[config.mk]
export PLATFORM = sky130hd
export DESIGN_NAME = radix_conversion_to_digits_core
export DESIGN_NICKNAME = d
export VERILOG_FILES = /design/src/hw/rtl/rcd_pkg.sv /design/src/hw/rtl/rcd_ram.sv /design/src/hw/rtl/rcd_div.sv /design/src/hw/rtl/radix_conversion_to_digits_core.sv
export SDC_FILE = /design/constraint.sdc
export NUM_CORES = 1
export LEC_CHECK = 0
export CAP_MARGIN = 25
export CORE_MARGIN = 2
export CORE_UTILIZATION = 65
export CTS_CLUSTER_SIZE = 8
export DETAILED_ROUTE_END_ITERATION = 8
export DONT_BUFFER_PORTS = 1
export GPL_TIMING_DRIVEN = 0
export PLACE_DENSITY = 0.81
export SYNTH_ARGS = -nofsm -noshare
export SYNTH_HDL_FRONTEND = slang
export SYNTH_SLANG_ARGS = --single-unit
[constraint.sdc]
create_clock -name clk -period 13.2 [get_ports clk]
set_input_delay 3.3 -clock clk [delete_from_list [all_inputs] [get_ports clk]]
set_output_delay 3.3 -clock clk [all_outputs]
set_load 0.01 [all_outputs]
[src/hw/rtl/rcd_pkg.sv]
// Shared types, constants and helper functions for the radix-to-digits block.
// Depends on nothing; rcd_div and the core import it, rcd_ram does not.
package rcd_pkg;

	localparam int VALUE_W           = 31;
	localparam int RADIX_W           = 6;
	localparam int DIGIT_W           = 6;
	localparam int CHAR_W            = 7;
	localparam int IN_TDATA_W        = 32;
	localparam int OUT_TDATA_W       = 8;

	localparam int DIGIT_STORE_DEPTH = 32;
	localparam int STORE_AW          = $clog2(DIGIT_STORE_DEPTH);
	localparam int COUNT_W           = $clog2(DIGIT_STORE_DEPTH + 1);

	// Divider: dividend padded to DIV_W, DIV_STEP bits retired per cycle
	localparam int DIV_W             = 32;
	localparam int DIV_STEP          = 4;
	localparam int DIV_CYCLES        = DIV_W / DIV_STEP;
	localparam int DIV_CNT_W         = $clog2(DIV_CYCLES);

	localparam logic [RADIX_W-1:0] RADIX_MIN   = RADIX_W'(2);
	localparam logic [RADIX_W-1:0] RADIX_MAX   = RADIX_W'(36);
	localparam logic [RADIX_W-1:0] RADIX_RESET = RADIX_W'(10);

	localparam logic [CHAR_W-1:0]  ASCII_ZERO  = CHAR_W'(48);
	localparam logic [CHAR_W-1:0]  ASCII_A     = CHAR_W'(65);
	localparam logic [DIGIT_W-1:0] DEC_MAX     = DIGIT_W'(9);
	localparam logic [CHAR_W-1:0]  DEC_BASE    = CHAR_W'(10);

	typedef struct packed {
		logic                done;
		logic [VALUE_W-1:0]  quotient;
		logic [DIGIT_W-1:0]  remainder;
	} rcd_div_status_t;

	function automatic logic [RADIX_W-1:0] eff_radix(input logic [RADIX_W-1:0] r);
		logic [RADIX_W-1:0] res;
		res = r;
		if (r < RADIX_MIN) begin
			res = RADIX_MIN;
		end else if (r > RADIX_MAX) begin
			res = RADIX_MAX;
		end
		return res;
	endfunction

	function automatic logic [CHAR_W-1:0] digit_to_ascii(input logic [DIGIT_W-1:0] d);
		logic [CHAR_W-1:0] c;
		if (d > DEC_MAX) begin
			c = CHAR_W'(d) + (ASCII_A - DEC_BASE);
		end else begin
			c = CHAR_W'(d) + ASCII_ZERO;
		end
		return c;
	endfunction

endpackage

[src/hw/rtl/rcd_ram.sv]
// Generic single-write, single-read RAM with registered read data.
// Depends on nothing.
module rcd_ram #(
	parameter int WIDTH = 8,
	parameter int DEPTH = 32
) (
	input  logic                     clk,
	input  logic                     we,
	input  logic [$clog2(DEPTH)-1:0] waddr,
	input  logic [WIDTH-1:0]         wdata,
	input  logic [$clog2(DEPTH)-1:0] raddr,
	output logic [WIDTH-1:0]         rdata
);

	logic [WIDTH-1:0] mem [DEPTH];

	always_ff @(posedge clk) begin
		if (we) begin
			mem[waddr] <= wdata;
		end
		rdata <= mem[raddr];
	end

endmodule

[src/hw/rtl/rcd_div.sv]
// Iterative restoring divider: value by radix, DIV_STEP quotient bits per cycle.
// Depends on rcd_pkg.
module rcd_div
	import rcd_pkg::*;
(
	input  logic                clk,
	input  logic                arst_n,
	input  logic                start,
	input  logic [VALUE_W-1:0]  dividend,
	input  logic [RADIX_W-1:0]  divisor,
	output rcd_div_status_t     status
);

	logic [DIV_W-1:0]     quo_q;
	logic [DIGIT_W-1:0]   rem_q;
	logic [DIV_CNT_W-1:0] cnt_q;
	logic                 busy_q;
	logic                 done_q;

	logic [DIV_W-1:0]     quo_nxt;
	logic [DIGIT_W-1:0]   rem_nxt;

	// Retire DIV_STEP quotient bits: shift in the next dividend bit, subtract if it fits
	always_comb begin
		logic [DIGIT_W:0] trial;
		quo_nxt = quo_q;
		rem_nxt = rem_q;
		for (int i = 0; i < DIV_STEP; i++) begin
			trial   = {rem_nxt, quo_nxt[DIV_W-1]};
			quo_nxt = {quo_nxt[DIV_W-2:0], 1'b0};
			if (trial >= {1'b0, divisor}) begin
				rem_nxt    = DIGIT_W'(trial - {1'b0, divisor});
				quo_nxt[0] = 1'b1;
			end else begin
				rem_nxt = DIGIT_W'(trial);
			end
		end
	end

	always_ff @(posedge clk or negedge arst_n) begin
		if (!arst_n) begin
			busy_q <= 1'b0;
			done_q <= 1'b0;
			cnt_q  <= '0;
		end else begin
			done_q <= 1'b0;
			if (start) begin
				busy_q <= 1'b1;
				cnt_q  <= '0;
			end else if (busy_q) begin
				cnt_q <= cnt_q + 1'b1;
				if (cnt_q == DIV_CNT_W'(DIV_CYCLES - 1)) begin
					busy_q <= 1'b0;
					done_q <= 1'b1;
				end
			end
		end
	end

	always_ff @(posedge clk) begin
		if (start) begin
			quo_q <= DIV_W'(dividend);
			rem_q <= '0;
		end else if (busy_q) begin
			quo_q <= quo_nxt;
			rem_q <= rem_nxt;
		end
	end

	assign status.done      = done_q;
	assign status.quotient  = quo_q[VALUE_W-1:0];
	assign status.remainder = rem_q;

endmodule

[src/hw/rtl/radix_conversion_to_digits_core.sv]
// Top level of the radix-to-ASCII-digits converter: sequencer, digit store, output register.
// Depends on rcd_pkg, rcd_div and rcd_ram.
//
//  Channel | Direction | Signals                          | Payload
//  --------+-----------+----------------------------------+----------------------------------
//  s       | in        | s_tvalid s_tready s_tdata        | value (31 bit unsigned)
//  m       | out       | m_tvalid m_tready m_tdata m_tlast| digit_char (7 bit ASCII), last_digit
//  cfg     | in        | cfg_valid cfg_ready cfg_data     | radix (6 bit, clamped to 2..36)
//
// Each digit takes one pass of the shared divider, whose done pulse stores the remainder and
// restarts it on the quotient; once the quotient is zero the D digits are read back from the
// store, most significant first (D is 1..31).
// The divider's 4-bit-per-cycle restoring loop sets the division time.
// Reset clears the sequencer, counter, radix (to 10) and output valid; the digit store has
// no reset and needs no clearing pass. s_tready is high only when the sequencer is idle;
// a stalled m_tready holds the current digit in the output register and freezes the readout.
module radix_conversion_to_digits_core
	import rcd_pkg::*;
(
	input  logic                   clk,
	input  logic                   arst_n,

	input  logic                   s_tvalid,
	output logic                   s_tready,
	input  logic [IN_TDATA_W-1:0]  s_tdata,   // [30:0] value, [31] zero

	output logic                   m_tvalid,
	input  logic                   m_tready,
	output logic [OUT_TDATA_W-1:0] m_tdata,   // [6:0] digit_char, [7] zero
	output logic                   m_tlast,   // last_digit

	input  logic                   cfg_valid,
	output logic                   cfg_ready,
	input  logic [RADIX_W-1:0]     cfg_data   // radix
);

	localparam logic [1:0] S_IDLE = 2'd0;
	localparam logic [1:0] S_DIV  = 2'd1;
	localparam logic [1:0] S_RD   = 2'd2;
	localparam logic [1:0] S_LD   = 2'd3;

	logic [1:0]          state_q;
	logic [RADIX_W-1:0]  radix_q;
	logic [COUNT_W-1:0]  count_q;

	logic                m_valid_q;
	logic [CHAR_W-1:0]   m_char_q;
	logic                m_last_q;

	logic                s_xfer;
	logic                div_start;
	logic [VALUE_W-1:0]  div_dividend;
	rcd_div_status_t     div_st;

	logic                st_we;
	logic [STORE_AW-1:0] st_raddr;
	logic [DIGIT_W-1:0]  st_rdata;
	logic                out_free;

	assign s_tready  = (state_q == S_IDLE);
	assign s_xfer    = s_tvalid && s_tready;
	assign cfg_ready = 1'b1;
	assign out_free  = !m_valid_q || m_tready;

	// Start a division on a new transaction, and again after each digit while quotient is nonzero.
	// A zero input runs one pass too and yields the single digit zero.
	assign div_start    = s_xfer ||
	                      (state_q == S_DIV && div_st.done && div_st.quotient != '0);
	assign div_dividend = s_xfer ? s_tdata[VALUE_W-1:0] : div_st.quotient;

	// Store the remainder unless the store is full
	assign st_we    = (state_q == S_DIV) && div_st.done &&
	                  (count_q < COUNT_W'(DIGIT_STORE_DEPTH));
	// Outside the read state, keep addressing the entry being loaded so a stall holds it
	assign st_raddr = (state_q == S_RD) ? STORE_AW'(count_q - 1'b1) : count_q[STORE_AW-1:0];

	rcd_div u_div (
		.clk      (clk),
		.arst_n   (arst_n),
		.start    (div_start),
		.dividend (div_dividend),
		.divisor  (eff_radix(radix_q)),
		.status   (div_st)
	);

	rcd_ram #(
		.WIDTH (DIGIT_W),
		.DEPTH (DIGIT_STORE_DEPTH)
	) u_store (
		.clk   (clk),
		.we    (st_we),
		.waddr (count_q[STORE_AW-1:0]),
		.wdata (div_st.remainder),
		.raddr (st_raddr),
		.rdata (st_rdata)
	);

	always_ff @(posedge clk or negedge arst_n) begin
		if (!arst_n) begin
			state_q   <= S_IDLE;
			radix_q   <= RADIX_RESET;
			count_q   <= '0;
			m_valid_q <= 1'b0;
		end else begin
			if (cfg_valid && cfg_ready) begin
				radix_q <= cfg_data;
			end
			// Load a new digit, or drop valid once the held digit is taken
			if (state_q == S_LD && out_free) begin
				m_valid_q <= 1'b1;
			end else if (m_valid_q && m_tready) begin
				m_valid_q <= 1'b0;
			end
			unique case (state_q)
				S_IDLE: begin
					if (s_xfer) begin
						count_q <= '0;
						state_q <= S_DIV;
					end
				end
				S_DIV: begin
					if (div_st.done) begin
						if (st_we) begin
							count_q <= count_q + 1'b1;
						end
						if (div_st.quotient == '0) begin
							state_q <= S_RD;
						end
					end
				end
				S_RD: begin
					// read address issued this cycle; drop the count to the entry being read
					count_q <= count_q - 1'b1;
					state_q <= S_LD;
				end
				S_LD: begin
					if (out_free) begin
						state_q <= (count_q == '0) ? S_IDLE : S_RD;
					end
				end
				default: state_q <= S_IDLE;
			endcase
		end
	end

	// Output payload: load when the digit is handed to the output register
	always_ff @(posedge clk) begin
		if (state_q == S_LD && out_free) begin
			m_char_q <= digit_to_ascii(st_rdata);
			m_last_q <= (count_q == '0);
		end
	end

	assign m_tvalid = m_valid_q;
	assign m_tdata  = OUT_TDATA_W'(m_char_q);
	assign m_tlast  = m_last_q;

endmodule
==> results.py <==
metrics = {
    "run_status": {
        "outcome": "finished, final reports clean",
    },
    "clocking": {
        "max-clock-path-buffers": 3,
        "cts.clk_slew.worst_paths_ns": 0.05,
        "post-cts-setup-buffers": 0,
        "cts-resized-gates": 0,
        "htree_num_levels": 2,
        "cts_tree": "yes",
        "numCtsBuffers": 38,
        "cts_sinks": 264,
        "clock_latency_ns": 0.51,
        "ctsHoldBuffers": 0,
        "clock-root-buffer": "clkbuf_16",
    },
    "synth": {
        "synth-edff-count": 231,
        "synth_nets": 888,
        "syn_inst": 801,
        "synth_largest_area_cell": "edfxtp_1",
        "synth_common_cells": "edfxtp_1, nor2_1, mux4_2",
        "syn_avg_cell_area_um2": 15.5,
        "synth_most_common_cell": "edfxtp_1",
        "ys_types": 71,
        "synth_ff_type": "edfxtp_1",
        "async_flop_share": 0.0758,
        "yosys_warnings": 0,
        "synth-seq-cells": 264,
        "synth_top_area_frac": 0.559,
        "yosys-top-cells-area": "edfxtp_1, mux4_2, mux2_2",
        "syn-cell-area_mm2": 0.0124,
        "yosysSeqAreaShare": 0.621,
    },
    "die": {
        "top_level_ports": 55,
        "die_area_mm2": 0.0202,
        "core_mm2": 0.0187,
        "dieWidth_um": 142,
        "rows": 50,
        "initial_utilization": 0.663,
        "die_h_um": 142,
    },
    "global_route": {
        "grt_usage": 0.285,
        "grt_start_max_net_pins": 29,
        "grt_pass1_vias": 7790,
        "grt_pass1_wl_um": 43000,
        "gr-total-overflow": 0,
        "antenna_found_initial": 0,
    },
    "worst_setup_path": {
        "slowest_stage": "nor4b_1",
        "crit_buf_inv": 5,
        "cp_top_family": "compound AO/OA/AOI/OAI gates",
        "critPathLaunchType": "flip-flop",
        "end_kind": "flip-flop",
        "cp.arrival_ns": 9.15,
        "critPathMaxFanout": 10,
        "crit_path_max_incr_delay_ns": 0.48,
        "critPathMostFrequentCell": "ha_1",
        "critPathRequiredTime_ns": 13.46,
        "critPathKind": "flip-flop to flip-flop",
        "cp.depth": 34,
        "r2r_cells": 34,
    },
    "placement": {
        "io_buffers": 0,
        "dp_hpwl_um": 18400,
        "placed_area_mm2": 0.0129,
        "gp_congestion": 0.890,
    },
    "timing": {
        "fmax_mhz": 112,
        "rsz0062_at_grt": "no",
        "slew_headroom": 0.374,
        "drv_slew": 0,
        "worstMarginPinSlew_ns": 0.939,
        "skew_ns": 0.0104,
        "final.period_utilization": 0.674,
        "finalHoldViolCount": 0,
        "finalCriticalPeriod_ns": 8.89,
        "setup_violations": 0,
        "finalSetupTns_ns": 0,
    },
    "finish": {
        "drive_gt1_frac": 0.208,
        "finalInstanceArea_mm2": 0.0140,
        "area_growth_pct": 12.8,
        "fin_util": 0.748,
        "fin_nets": 937,
        "antenna_cells": 0,
    },
    "drt": {
        "drt_iter0_markers": 729,
        "ant_nets": 0,
        "drc": 0,
        "avgViaCountPerCell": 6.66,
        "drt-wirelength-per-cell_um": 24.9,
        "first_pass_iters": 5,
        "routed_wl_um": 27500,
        "vias": 7365,
    },
    "job": {
        "drv_cap": 0,
    },
    "min_path": {
        "holdPathStages": 2,
        "hold_class": "flip-flop to flip-flop",
    },
}
## through the flow
stage | setup WS (ns) | hold slack (ns) | std cells
detailed placement | 4.34 | 0.515 | 1042
floorplan | 5.64 | 0.460 | 801
global placement | 4.26 | 0.484 | 1035
finish | 4.31 | 0.518 | 1106
global route | 3.73 | 0.545 | 1106
CTS | 4.32 | 0.527 | 1104
## layout make-up
cell class                      instances  area (um2)
Timing Repair Buffer                    9         213
Clock buffer                           60        1050
Clock inverter                          2        28.8
Tap cell                              234         293
Buffer                                 29         138
Inverter                               32         120
Multi-Input combinational cell        476        4440
Sequential cell                       264        7700
Fill cell                            1066        4710
## cell families (layout without fill, tap and decap cells)
logic type | count (synthesis) | in the layout | share of synthesized area
AND/OR/NAND/NOR | 191 | 191 | 0.0763
buffers and inverters | 61 | 132 | 0.0208
adder cells (fa/ha/maj) | 44 | 44 | 0.0468
AO/OA/AOI/OAI | 100 | 100 | 0.0583
XOR/XNOR | 20 | 20 | 0.0141
flip-flops | 264 | 264 | 0.621
other | 2 | 2 | 0.000606
multiplexers | 119 | 119 | 0.162
## sequential cells by signal, summed over array words and instances (netlist names)
| signal | count |
|---|---|
| u_store.mem | 192 |
| radix_q | 6 |
| u_div.rem_q | 6 |
| m_tlast | 1 |
| u_div.quo_q | 32 |
| u_div.done_q | 1 |
| u_div.cnt_q | 3 |
| u_div.busy_q | 1 |
| count_q | 6 |
| state_q | 2 |
| m_tvalid | 1 |
| u_store.rdata | 6 |
| m_char_q | 7 |
## cell usage in the layout (no fill, tap or decap), types with 19 or more instances in the layout
cell type | synthesis | final
edfxtp_1 | 231 | 231
nor2_1 | 64 | 64
mux4_2 | 60 | 60
mux2_2 | 49 | 49
nand2_1 | 44 | 44
ha_1 | 40 | 40
clkbuf_16 | 0 | 39
clkbuf_1 | 16 | 37
inv_1 | 32 | 32
a21oi_1 | 19 | 19
## worst min-delay path, stage by stage (launching register included)
cell     delay, ns
dfxtp_1       0.33
mux2i_1       0.07
nor2_1        0.08
## worst paths after layout
kind,endpoint,from,slack [ns]
worst max-delay path,u_div.quo_q[0],radix_q[5],4.31
worst min-delay path,u_div.quo_q[31],u_div.quo_q[31],0.52
worst max register to register,u_div.quo_q[0],radix_q[5],4.31
worst min register to register,u_div.quo_q[31],u_div.quo_q[31],0.52
max in group asynchronous,radix_q[1],arst_n,10.54
min in group asynchronous,m_tvalid,arst_n,2.48
## metal layers
| layer | GRT usage | part of all wire | vias to the layer above |
|---|---|---|---|
| met5 | 0 | 0 | - |
| met4 | 0.116 | 0.039 | 0 |
| met3 | 0.0559 | 0.066 | 91 |
| met2 | 0.495 | 0.52 | 357 |
| met1 | 0.355 | 0.38 | 3687 |
| li1 | - | - | 3230 |
Power is not shown: default switching activity piles up to over one toggle a cycle in this logic, so the estimate is an artifact.
